===== src/assert_macros.svh =====
// Assertion macros for the RTL of the chained hash set.
// Each macro expects clk_i and rst_ni to be visible where it is used.
`ifndef ASSERT_MACROS_SVH
`define ASSERT_MACROS_SVH

// Same-cycle implication, checked outside reset.
`define CHS_ASSERT_IMP(label, ante, cons, msg) \
  label: assert property (@(posedge clk_i) disable iff (!rst_ni) (ante) |-> (cons)) \
    else $error(msg);

// Next-cycle implication, checked outside reset.
`define CHS_ASSERT_NXT(label, ante, cons, msg) \
  label: assert property (@(posedge clk_i) disable iff (!rst_ni) (ante) |=> (cons)) \
    else $error(msg);

`endif


===== src/chs_pkg.sv =====
// Package of the chained hash set: sizes, codes, sequencer states and the
// structs passed between the sequencer, the slot RAM and the fill table.
// No dependencies.
`default_nettype none

package chs_pkg;

  // NUM_BUCKETS must be a power of two: the bucket is the low key bits.
  localparam int unsigned NUM_BUCKETS  = 16;
  localparam int unsigned BUCKET_DEPTH = 8;

  localparam int unsigned KEY_W    = 32;
  localparam int unsigned CMD_W    = 2;
  localparam int unsigned STATUS_W = 3;

  localparam int unsigned BKT_W     = (NUM_BUCKETS > 1) ? $clog2(NUM_BUCKETS) : 1;
  localparam int unsigned SLOT_W    = (BUCKET_DEPTH > 1) ? $clog2(BUCKET_DEPTH) : 1;
  localparam int unsigned CNT_W     = $clog2(BUCKET_DEPTH + 1);
  localparam int unsigned NUM_SLOTS = NUM_BUCKETS * BUCKET_DEPTH;
  localparam int unsigned ADDR_W    = $clog2(NUM_SLOTS);

  typedef enum logic [CMD_W-1:0] {
    CMD_INSERT = 2'd0,
    CMD_DELETE = 2'd1,
    CMD_QUERY  = 2'd2
  } cmd_e;

  typedef enum logic [STATUS_W-1:0] {
    ST_INSERTED  = 3'd0,
    ST_PRESENT   = 3'd1,
    ST_FULL      = 3'd2,
    ST_DELETED   = 3'd3,
    ST_NOT_FOUND = 3'd4
  } status_e;

  typedef enum logic [2:0] {
    S_IDLE,
    S_SCAN,
    S_DECIDE,
    S_INS_SH,
    S_INS_WR,
    S_DEL_SH,
    S_DONE
  } state_e;

  typedef struct packed {
    logic              re;
    logic [ADDR_W-1:0] raddr;
    logic              we;
    logic [ADDR_W-1:0] waddr;
    logic [KEY_W-1:0]  wdata;
  } ram_req_t;

  typedef struct packed {
    logic             we;
    logic [BKT_W-1:0] bucket;
    logic [CNT_W-1:0] count;
  } fill_wr_t;

  typedef struct packed {
    status_e status;
    logic    is_member;
  } result_t;

  // Flat slot address of a slot within a bucket.
  function automatic logic [ADDR_W-1:0] slot_addr(input logic [BKT_W-1:0]  bucket,
                                                  input logic [SLOT_W-1:0] slot);
    logic [ADDR_W-1:0] base;
    base = ADDR_W'(bucket) * ADDR_W'(BUCKET_DEPTH);
    return base + ADDR_W'(slot);
  endfunction

endpackage

`default_nettype wire


===== src/chs_slot_ram.sv =====
// Slot memory of the chained hash set: one write and one read port,
// registered read data. Depends on chs_pkg.
`default_nettype none

module chs_slot_ram (
  input  logic                        clk_i,
  input  chs_pkg::ram_req_t           req_i,
  output logic [chs_pkg::KEY_W-1:0]   rd_data_o
);

  logic [chs_pkg::KEY_W-1:0] mem_q [chs_pkg::NUM_SLOTS];
  logic [chs_pkg::KEY_W-1:0] rd_q;

  always_ff @(posedge clk_i) begin
    if (req_i.we) begin
      mem_q[req_i.waddr] <= req_i.wdata;
    end
  end

  always_ff @(posedge clk_i) begin
    if (req_i.re) begin
      rd_q <= mem_q[req_i.raddr];
    end
  end

  assign rd_data_o = rd_q;

endmodule

`default_nettype wire


===== src/chs_fill_table.sv =====
// Per-bucket key counts of the chained hash set, cleared by reset.
// Depends on chs_pkg.
`default_nettype none

module chs_fill_table (
  input  logic                        clk_i,
  input  logic                        rst_ni,
  input  chs_pkg::fill_wr_t           wr_i,
  input  logic [chs_pkg::BKT_W-1:0]   rd_bucket_i,
  output logic [chs_pkg::CNT_W-1:0]   rd_count_o
);

  logic [chs_pkg::CNT_W-1:0] fill_q [chs_pkg::NUM_BUCKETS];

  always_ff @(posedge clk_i or negedge rst_ni) begin
    if (!rst_ni) begin
      for (int i = 0; i < int'(chs_pkg::NUM_BUCKETS); i++) begin
        fill_q[i] <= '0;
      end
    end else if (wr_i.we) begin
      fill_q[wr_i.bucket] <= wr_i.count;
    end
  end

  assign rd_count_o = fill_q[rd_bucket_i];

endmodule

`default_nettype wire


===== src/chs_ctrl.sv =====
// Sequencer of the chained hash set: scans one bucket slot per cycle
// through a single key comparator, then shifts slots to insert or delete.
// Depends on chs_pkg and assert_macros.svh.
`default_nettype none
`include "assert_macros.svh"

module chs_ctrl (
  input  logic                        clk_i,
  input  logic                        rst_ni,
  input  logic                        in_valid_i,
  output logic                        in_stall_o,
  input  logic [chs_pkg::CMD_W-1:0]   command_i,
  input  logic [chs_pkg::KEY_W-1:0]   key_i,
  output chs_pkg::ram_req_t           ram_o,
  input  logic [chs_pkg::KEY_W-1:0]   rd_data_i,
  output chs_pkg::fill_wr_t           fill_wr_o,
  output logic [chs_pkg::BKT_W-1:0]   fill_bucket_o,
  input  logic [chs_pkg::CNT_W-1:0]   fill_count_i,
  input  logic                        res_ready_i,
  output logic                        done_o,
  output chs_pkg::result_t            result_o
);

  chs_pkg::state_e state_q, state_d;
  chs_pkg::cmd_e   cmd_q, cmd_d;
  logic [chs_pkg::KEY_W-1:0]  key_q, key_d;
  logic [chs_pkg::CNT_W-1:0]  fill_q, fill_d;
  logic [chs_pkg::CNT_W-1:0]  pos_q, pos_d;
  logic [chs_pkg::SLOT_W-1:0] idx_q, idx_d;
  logic                       found_q, found_d;
  chs_pkg::result_t           res_q, res_d;

  logic [chs_pkg::BKT_W-1:0]  bkt;
  logic [chs_pkg::CNT_W-1:0]  idx_inc;
  logic [chs_pkg::SLOT_W-1:0] idx_dec;
  logic [chs_pkg::CNT_W-1:0]  fill_dec;
  logic [chs_pkg::CNT_W-1:0]  pos_inc;
  logic                       key_lt;
  logic                       key_eq;

  assign bkt      = key_q[chs_pkg::BKT_W-1:0];
  assign idx_inc  = chs_pkg::CNT_W'(idx_q) + chs_pkg::CNT_W'(1);
  assign idx_dec  = idx_q - chs_pkg::SLOT_W'(1);
  assign fill_dec = fill_q - chs_pkg::CNT_W'(1);
  assign pos_inc  = pos_q + chs_pkg::CNT_W'(1);

  // The one comparator: stored slot against the request key.
  assign key_lt = (rd_data_i < key_q);
  assign key_eq = (rd_data_i == key_q);

  assign fill_bucket_o = key_i[chs_pkg::BKT_W-1:0];

  always_ff @(posedge clk_i or negedge rst_ni) begin
    if (!rst_ni) begin
      state_q <= chs_pkg::S_IDLE;
    end else begin
      state_q <= state_d;
    end
  end

  always_ff @(posedge clk_i) begin
    cmd_q   <= cmd_d;
    key_q   <= key_d;
    fill_q  <= fill_d;
    pos_q   <= pos_d;
    idx_q   <= idx_d;
    found_q <= found_d;
    res_q   <= res_d;
  end

  // Next state.
  always_comb begin
    state_d = state_q;
    case (state_q)
      chs_pkg::S_IDLE: begin
        if (in_valid_i) begin
          state_d = (fill_count_i == '0) ? chs_pkg::S_DECIDE : chs_pkg::S_SCAN;
        end
      end
      chs_pkg::S_SCAN: begin
        if (!(key_lt && (idx_inc < fill_q))) begin
          state_d = chs_pkg::S_DECIDE;
        end
      end
      chs_pkg::S_DECIDE: begin
        case (cmd_q)
          chs_pkg::CMD_INSERT: begin
            if (found_q || (fill_q == chs_pkg::CNT_W'(chs_pkg::BUCKET_DEPTH))) begin
              state_d = chs_pkg::S_DONE;
            end else if (fill_q > pos_q) begin
              state_d = chs_pkg::S_INS_SH;
            end else begin
              state_d = chs_pkg::S_INS_WR;
            end
          end
          chs_pkg::CMD_DELETE: begin
            state_d = (found_q && (pos_inc < fill_q)) ? chs_pkg::S_DEL_SH : chs_pkg::S_DONE;
          end
          default: begin
            state_d = chs_pkg::S_DONE;
          end
        endcase
      end
      chs_pkg::S_INS_SH: begin
        if (!(chs_pkg::CNT_W'(idx_q) > pos_q)) begin
          state_d = chs_pkg::S_INS_WR;
        end
      end
      chs_pkg::S_INS_WR: begin
        state_d = chs_pkg::S_DONE;
      end
      chs_pkg::S_DEL_SH: begin
        if (!(idx_inc < fill_q)) begin
          state_d = chs_pkg::S_DONE;
        end
      end
      chs_pkg::S_DONE: begin
        if (res_ready_i) begin
          state_d = chs_pkg::S_IDLE;
        end
      end
      default: begin
        state_d = chs_pkg::S_IDLE;
      end
    endcase
  end

  // Datapath, memory requests and handshake outputs.
  always_comb begin
    cmd_d      = cmd_q;
    key_d      = key_q;
    fill_d     = fill_q;
    pos_d      = pos_q;
    idx_d      = idx_q;
    found_d    = found_q;
    res_d      = res_q;
    ram_o      = '0;
    fill_wr_o  = '0;
    in_stall_o = 1'b1;
    done_o     = 1'b0;
    case (state_q)
      chs_pkg::S_IDLE: begin
        in_stall_o = 1'b0;
        if (in_valid_i) begin
          cmd_d   = chs_pkg::cmd_e'(command_i);
          key_d   = key_i;
          fill_d  = fill_count_i;
          idx_d   = '0;
          pos_d   = '0;
          found_d = 1'b0;
          if (fill_count_i != '0) begin
            ram_o.re    = 1'b1;
            ram_o.raddr = chs_pkg::slot_addr(key_i[chs_pkg::BKT_W-1:0], '0);
          end
        end
      end
      chs_pkg::S_SCAN: begin
        if (key_lt) begin
          if (idx_inc < fill_q) begin
            ram_o.re    = 1'b1;
            ram_o.raddr = chs_pkg::slot_addr(bkt, idx_inc[chs_pkg::SLOT_W-1:0]);
            idx_d       = idx_inc[chs_pkg::SLOT_W-1:0];
          end else begin
            pos_d   = fill_q;
            found_d = 1'b0;
          end
        end else begin
          pos_d   = chs_pkg::CNT_W'(idx_q);
          found_d = key_eq;
        end
      end
      chs_pkg::S_DECIDE: begin
        fill_wr_o.bucket = bkt;
        case (cmd_q)
          chs_pkg::CMD_INSERT: begin
            if (found_q) begin
              res_d.status    = chs_pkg::ST_PRESENT;
              res_d.is_member = 1'b1;
            end else if (fill_q == chs_pkg::CNT_W'(chs_pkg::BUCKET_DEPTH)) begin
              res_d.status    = chs_pkg::ST_FULL;
              res_d.is_member = 1'b0;
            end else begin
              res_d.status    = chs_pkg::ST_INSERTED;
              res_d.is_member = 1'b1;
              fill_wr_o.we    = 1'b1;
              fill_wr_o.count = fill_q + chs_pkg::CNT_W'(1);
              if (fill_q > pos_q) begin
                ram_o.re    = 1'b1;
                ram_o.raddr = chs_pkg::slot_addr(bkt, fill_dec[chs_pkg::SLOT_W-1:0]);
                idx_d       = fill_dec[chs_pkg::SLOT_W-1:0];
              end
            end
          end
          chs_pkg::CMD_DELETE: begin
            res_d.is_member = 1'b0;
            if (found_q) begin
              res_d.status    = chs_pkg::ST_DELETED;
              fill_wr_o.we    = 1'b1;
              fill_wr_o.count = fill_dec;
              if (pos_inc < fill_q) begin
                ram_o.re    = 1'b1;
                ram_o.raddr = chs_pkg::slot_addr(bkt, pos_inc[chs_pkg::SLOT_W-1:0]);
                idx_d       = pos_inc[chs_pkg::SLOT_W-1:0];
              end
            end else begin
              res_d.status = chs_pkg::ST_NOT_FOUND;
            end
          end
          default: begin
            res_d.status    = found_q ? chs_pkg::ST_PRESENT : chs_pkg::ST_NOT_FOUND;
            res_d.is_member = found_q;
          end
        endcase
      end
      chs_pkg::S_INS_SH: begin
        // Move the slot just read up by one, and fetch the one below it.
        ram_o.we    = 1'b1;
        ram_o.waddr = chs_pkg::slot_addr(bkt, idx_inc[chs_pkg::SLOT_W-1:0]);
        ram_o.wdata = rd_data_i;
        if (chs_pkg::CNT_W'(idx_q) > pos_q) begin
          ram_o.re    = 1'b1;
          ram_o.raddr = chs_pkg::slot_addr(bkt, idx_dec);
          idx_d       = idx_dec;
        end
      end
      chs_pkg::S_INS_WR: begin
        ram_o.we    = 1'b1;
        ram_o.waddr = chs_pkg::slot_addr(bkt, pos_q[chs_pkg::SLOT_W-1:0]);
        ram_o.wdata = key_q;
      end
      chs_pkg::S_DEL_SH: begin
        // Move the slot just read down by one, and fetch the one above it.
        ram_o.we    = 1'b1;
        ram_o.waddr = chs_pkg::slot_addr(bkt, idx_dec);
        ram_o.wdata = rd_data_i;
        if (idx_inc < fill_q) begin
          ram_o.re    = 1'b1;
          ram_o.raddr = chs_pkg::slot_addr(bkt, idx_inc[chs_pkg::SLOT_W-1:0]);
          idx_d       = idx_inc[chs_pkg::SLOT_W-1:0];
        end
      end
      chs_pkg::S_DONE: begin
        done_o = res_ready_i;
      end
      default: begin
        in_stall_o = 1'b1;
      end
    endcase
  end

  assign result_o = res_q;

  `CHS_ASSERT_IMP(a_fill_bound, fill_wr_o.we,
                  fill_wr_o.count <= chs_pkg::CNT_W'(chs_pkg::BUCKET_DEPTH),
                  "bucket count written beyond the bucket depth")
  `CHS_ASSERT_IMP(a_shift_ports, ram_o.we && ram_o.re, ram_o.waddr != ram_o.raddr,
                  "slot shift reads and writes the same slot")
  `CHS_ASSERT_NXT(a_accept_busy, in_valid_i && !in_stall_o, state_q != chs_pkg::S_IDLE,
                  "accepted word did not start the sequencer")
  `CHS_ASSERT_IMP(a_done_ready, done_o, res_ready_i,
                  "result handed over while the output register is occupied")

endmodule

`default_nettype wire


===== src/chained_hash_set_top.sv =====
// Top level of the chained hash set: sequencer, slot RAM, fill table and
// the output register. Depends on chs_pkg and the chs_* modules.
`default_nettype none

// A hash set of 32-bit unsigned keys held in chs_pkg::NUM_BUCKETS buckets of
// up to chs_pkg::BUCKET_DEPTH keys each, kept in ascending order without
// duplicates; the bucket is the low bits of the key, so the bucket count is a
// power of two. Each input word carries a command (insert, delete, query;
// code 3 acts as a query) and a key, and gives exactly one output word with a
// status and a membership flag. The block works on one word at a time and
// holds in_stall_o high while it does. A taken word is scanned against the
// stored keys of its bucket in ascending order, up to the first key that is
// not below it (the scan visits at most the bucket's count), and is then
// decided. A successful insert then moves the larger keys up and writes the
// new key, and a delete that finds its key moves the larger keys down; then
// the result is loaded. The next word is taken in the idle state that follows.
// The pace is set by the slot RAM, which gives one read and one write per
// cycle: the scan reads and compares one slot per cycle, and each shifted
// slot is read while the previous one is written. The result sits in an
// output register, so the next word is taken while it waits for the
// consumer. Bucket counts are cleared by reset, and no clearing pass runs: a
// slot is only read below its bucket's count.

module chained_hash_set_top (
  input  logic                            clk_i,
  input  logic                            rst_ni,
  input  logic                            in_valid_i,
  output logic                            in_stall_o,
  input  logic [chs_pkg::CMD_W-1:0]       command_i,
  input  logic [chs_pkg::KEY_W-1:0]       key_i,
  output logic                            out_valid_o,
  input  logic                            out_stall_i,
  output logic [chs_pkg::STATUS_W-1:0]    status_o,
  output logic                            is_member_o
);

  chs_pkg::ram_req_t          ram_req;
  logic [chs_pkg::KEY_W-1:0]  rd_data;
  chs_pkg::fill_wr_t          fill_wr;
  logic [chs_pkg::BKT_W-1:0]  fill_bucket;
  logic [chs_pkg::CNT_W-1:0]  fill_count;
  logic                       res_ready;
  logic                       done;
  chs_pkg::result_t           result;

  logic                       out_valid_q, out_valid_d;
  chs_pkg::result_t           out_res_q, out_res_d;

  chs_ctrl u_ctrl (
    .clk_i         (clk_i),
    .rst_ni        (rst_ni),
    .in_valid_i    (in_valid_i),
    .in_stall_o    (in_stall_o),
    .command_i     (command_i),
    .key_i         (key_i),
    .ram_o         (ram_req),
    .rd_data_i     (rd_data),
    .fill_wr_o     (fill_wr),
    .fill_bucket_o (fill_bucket),
    .fill_count_i  (fill_count),
    .res_ready_i   (res_ready),
    .done_o        (done),
    .result_o      (result)
  );

  chs_slot_ram u_slot_ram (
    .clk_i     (clk_i),
    .req_i     (ram_req),
    .rd_data_o (rd_data)
  );

  chs_fill_table u_fill_table (
    .clk_i       (clk_i),
    .rst_ni      (rst_ni),
    .wr_i        (fill_wr),
    .rd_bucket_i (fill_bucket),
    .rd_count_o  (fill_count)
  );

  // The output register is free when empty or when its word leaves now.
  assign res_ready = !out_valid_q || !out_stall_i;

  always_comb begin
    out_valid_d = out_valid_q;
    out_res_d   = out_res_q;
    if (done) begin
      out_valid_d = 1'b1;
      out_res_d   = result;
    end else if (!out_stall_i) begin
      out_valid_d = 1'b0;
    end
  end

  always_ff @(posedge clk_i or negedge rst_ni) begin
    if (!rst_ni) begin
      out_valid_q <= 1'b0;
    end else begin
      out_valid_q <= out_valid_d;
    end
  end

  always_ff @(posedge clk_i) begin
    out_res_q <= out_res_d;
  end

  assign out_valid_o = out_valid_q;
  assign status_o    = out_res_q.status;
  assign is_member_o = out_res_q.is_member;

endmodule

`default_nettype wire

===== config.mk =====
export PLATFORM = sky130hd
export DESIGN_NAME = chained_hash_set_top
export DESIGN_NICKNAME = d
export VERILOG_FILES = /design/src/chs_pkg.sv /design/src/chs_slot_ram.sv /design/src/chs_fill_table.sv /design/src/chs_ctrl.sv /design/src/chained_hash_set_top.sv
export VERILOG_INCLUDE_DIRS = /design/src /design/src/src
export SDC_FILE = /design/constraint.sdc
export NUM_CORES = 2
export LEC_CHECK = 0
export BUFFER_PORTS_ARGS = -buffer_cell sky130_fd_sc_hd__buf_2
export CELL_PAD_IN_SITES_DETAIL_PLACEMENT = 1
export CELL_PAD_IN_SITES_GLOBAL_PLACEMENT = 1
export CORE_MARGIN = 2
export CORE_UTILIZATION = 40
export CTS_CLUSTER_DIAMETER = 100
export DETAILED_ROUTE_END_ITERATION = 12
export PLACE_DENSITY = 0.57
export SETUP_SLACK_MARGIN = 0.4
export SYNTH_ARGS = -nofsm -noshare
export SYNTH_HDL_FRONTEND = slang
export SYNTH_HIERARCHICAL = 1
export SYNTH_SLANG_ARGS = --single-unit

===== constraint.sdc =====
create_clock -name clk_i -period 6.8 [get_ports clk_i]
set_input_delay 1.36 -clock clk_i [delete_from_list [all_inputs] [get_ports clk_i]]
set_output_delay 1.36 -clock clk_i [all_outputs]
set_load 0.1 [all_outputs]

==> metrics.yaml <==
synth_most_common_cell: "edfxtp_1"
hold_depth: 0
dp_slack_ns: 0.251
r2r_start: "u_slot_ram/rd_data_o[29]$_DFFE_PP_"
vdd_ir_drop_max_uv: 231
min-delay-start: "u_ctrl/result_o[0]$_DFFE_PP_"
worstSetupPathType: "flip-flop to flip-flop"
grt_max_degree: 86
worstHoldEndpoint: "is_member_o$_DFFE_PP_"
dr.pass1.iters: 5
maxSlewHeadroom_pct: 12.6
grt_pass1_wl_um: 658000
drive_above_1_share_pct: 34.9
hold_class: "flip-flop to flip-flop"
routedWlPerCell_um: 36.7
synth_edf_count: 4182
power.density_nw_per_um2: 332
cp_max_fo: 13
grt_pass1_vias: 79106
p_sw_mw: 16.1
drt-total-wl_um: 475000
grt_usage_pct: 22.8
die_x_um: 644
numPortBuffers: 43
pwr-share-comb_pct: 12.8
r2r_end: "u_slot_ram/rd_data_o[0]$_DFFE_PP_"
netlist.area_leader.share_pct: 76.7
cts_buffers: 437
drc: 0
synth_commonest_cells: "4182 x edfxtp_1, 1346 x mux4_2, 199 x clkbuf_1"
critPathRequiredTime_ns: 7.52
synth_cells: 6610
start_util_pct: 40.2
insertion_delay_ns: 1.01
hold_ws_ns: 0.478
rrSetupSlack_ns: 0.45
vias: 77093
netlist_area_um2: 164000
die_h_um: 644
synthFlopType: "edfxtp_1"
p_sw_share_pct: 25.8
grt_overflow: 0
yosys_warnings: 6
worstSetupEndpointType: "flip-flop"
core_area_um2: 407000
worstPathArrival_ns: 7.07
multi_input_area_um2: 36200
finalHoldViolCount: 0
fin_skew_ns: 0.0632
ys_seq_area_share_pct: 77.7
area_growth_pct: 14.7
tightest_slew_ns: 1.31
clockRootBuffer: "clkbuf_16"
status: "finished clean"
timing.setup.tns_ns: 0
yosys-top-cells-area: "edfxtp_1 77%, mux4_2 19%, dfrtp_1 1.0%"
antenna_found_initial: 79
htreeDepth: 5
io_pins: 44
cts_hold_buf: 0
clk_path_buf_depth: 4
vias_per_cell: 5.96
seqCellArea_um2: 127000
p_int_mw: 46.3
ant_nets: 0
ys_ff_latch: 4250
pwr-share-seq_pct: 50.1
cts.clk_slew.worst_paths_ns: 0.06
dieArea_um2: 415000
drv_slew: 0
power_leakage_nw: 57.0
avgSynthCellArea_um2: 24.8
core.rowCount: 234
rsz0062_at_grt: "no"
postLayoutSetupSlackWorst_ns: 0.451
max_cap_violations: 0
fin_nets: 7186
clock_sinks: 4250
cts_tree: "built"
worst_r2r_path_depth: 16
yosysTopAreaCell: "edfxtp_1"
hpwl_um: 279000
period_needed_ns: 6.35
place.gp.congestion: 0.831
pwr-share-clk_pct: 37.1
finalSetupViolCount: 0
drt_iter0_markers: 9534
max_freq_mhz: 157
min_period_over_period_pct: 93.4
synth_nets: 6699
ys_types: 56
synthArstFlopShare_pct: 1.60
fillers: 35946
critPathLaunchType: "flip-flop"
per-layer routing:
layer / vias up / GRT usage, % / wire length [um]
li1: 29834 / - / -
met1: 43648 / 33.5 / 203000
met2: 3102 / 35.5 / 223000
met3: 501 / 4.28 / 37200
met4: 8 / 5.23 / 11200
met5: - / 0 / 38
kinds of logic after synthesis:
family                     after synthesis  share of synthesized area, %
buffers and inverters                  395                          1.01
DFF                                   4250                          77.7
muxes                                 1461                          19.4
adders and majority gates               51                         0.390
and+or+nand+nor                        314                         0.848
AOI/OAI and AO/OA                      134                         0.572
xor gates and xnor gates                 5                        0.0267
power groups by stage:
stage	combinational (mW)	sequential, mW	clock (mW)
2_1_floorplan	3.95	32.0	0
3_3_place_gp	7.71	31.8	0
3_5_place_dp	7.98	31.8	0
4_1_cts	7.98	31.3	23.6
5_1_grt	8.36	31.3	24.5
6_report	7.98	31.3	23.1
cells in the final DEF, fill, tap and decap left out, types with 30 or more instances in the layout:
cell,synthesis,routed
clkinv_1,0,125
nand2_1,45,41
clkbuf_1,199,94
buf_4,7,279
nor2_4,0,121
bufinv_16,0,30
edfxtp_1,4182,4182
buf_12,1,69
ha_1,51,51
buf_2,82,43
nor2_1,165,44
inv_1,51,51
dfrtp_1,68,68
a21oi_1,34,34
mux4_2,1346,1346
clkinv_2,0,74
a22o_4,0,32
diode_2,0,40
mux2_2,96,96
clkbuf_16,0,438
area by class of cell:
class	instances	area share, %
diodes	40	0.0533
clock buffers	534	6.04
clock inverters	270	1.23
inverters	51	0.102
multi-input cells	1965	19.3
flip-flops and latches	4250	67.7
well taps	5428	3.61
repair buffers	392	1.97
how the worst max path moves through the flow:
stage / startpoint / endpoint / slack (ns)
floorplan: key_i[1] / u_slot_ram/rd_data_o[0]$_DFFE_PP_ / 1.70
global placement: key_i[0] / u_slot_ram/rd_data_o[11]$_DFFE_PP_ / 0.14
detailed placement: key_i[0] / u_slot_ram/rd_data_o[11]$_DFFE_PP_ / 0.25
CTS: u_slot_ram/rd_data_o[29]$_DFFE_PP_ / u_slot_ram/rd_data_o[24]$_DFFE_PP_ / 0.46
global route: u_ctrl/key_q[29]$_DFFE_PP_ / u_slot_ram/rd_data_o[7]$_DFFE_PP_ / 0.40
finish: u_slot_ram/rd_data_o[29]$_DFFE_PP_ / u_slot_ram/rd_data_o[0]$_DFFE_PP_ / 0.45
flip-flops by register name (all words and copies together) (netlist names):
register and flops:
out_valid_o 1, u_ctrl/cmd_q 2, u_ctrl/result_o 4, u_ctrl/idx_q 3, status_o 3, u_ctrl/state_q 3
u_ctrl/key_q 32, u_slot_ram/rd_data_o 32, u_ctrl/fill_q 4, u_slot_ram/mem_q 4096, is_member_o 1, u_fill_table/fill_q 64
u_ctrl/pos_q 4, u_ctrl/found_q 1
critical path, cell delays in order, from the launching register on:
cell and delay (ns):
edfxtp_1 0.42, ha_1 0.34, a21o_1 0.20, a21o_1 0.18, a221oi_1 0.32, o21ai_0 0.46
a21oi_4 0.46, o31ai_4 0.13, o21ai_4 0.27, buf_12 0.20, buf_4 0.30, buf_4 0.34
buf_4 0.33, mux4_2 0.55, mux4_2 0.47, mux4_2 0.67, mux2_2 0.35
metrics by stage:
step	instances	utilization (%)	power, mW	instance area [um^2]
after floorplan	6610	-	35.9	164000
after detailed placement	12082	42.8	39.8	174000
final	12930	46.2	62.4	188000
after global placement	12082	42.8	39.5	174000
after CTS	12886	46.1	62.8	188000
after global routing	12911	46.2	64.2	188000
what timing repair did:
action,CTS,global route
buffers inserted,0,4
endpoints found under the setup margin,0,4
gates resized for setup,0,2
Note: power is estimated with default switching activity, not from simulation.
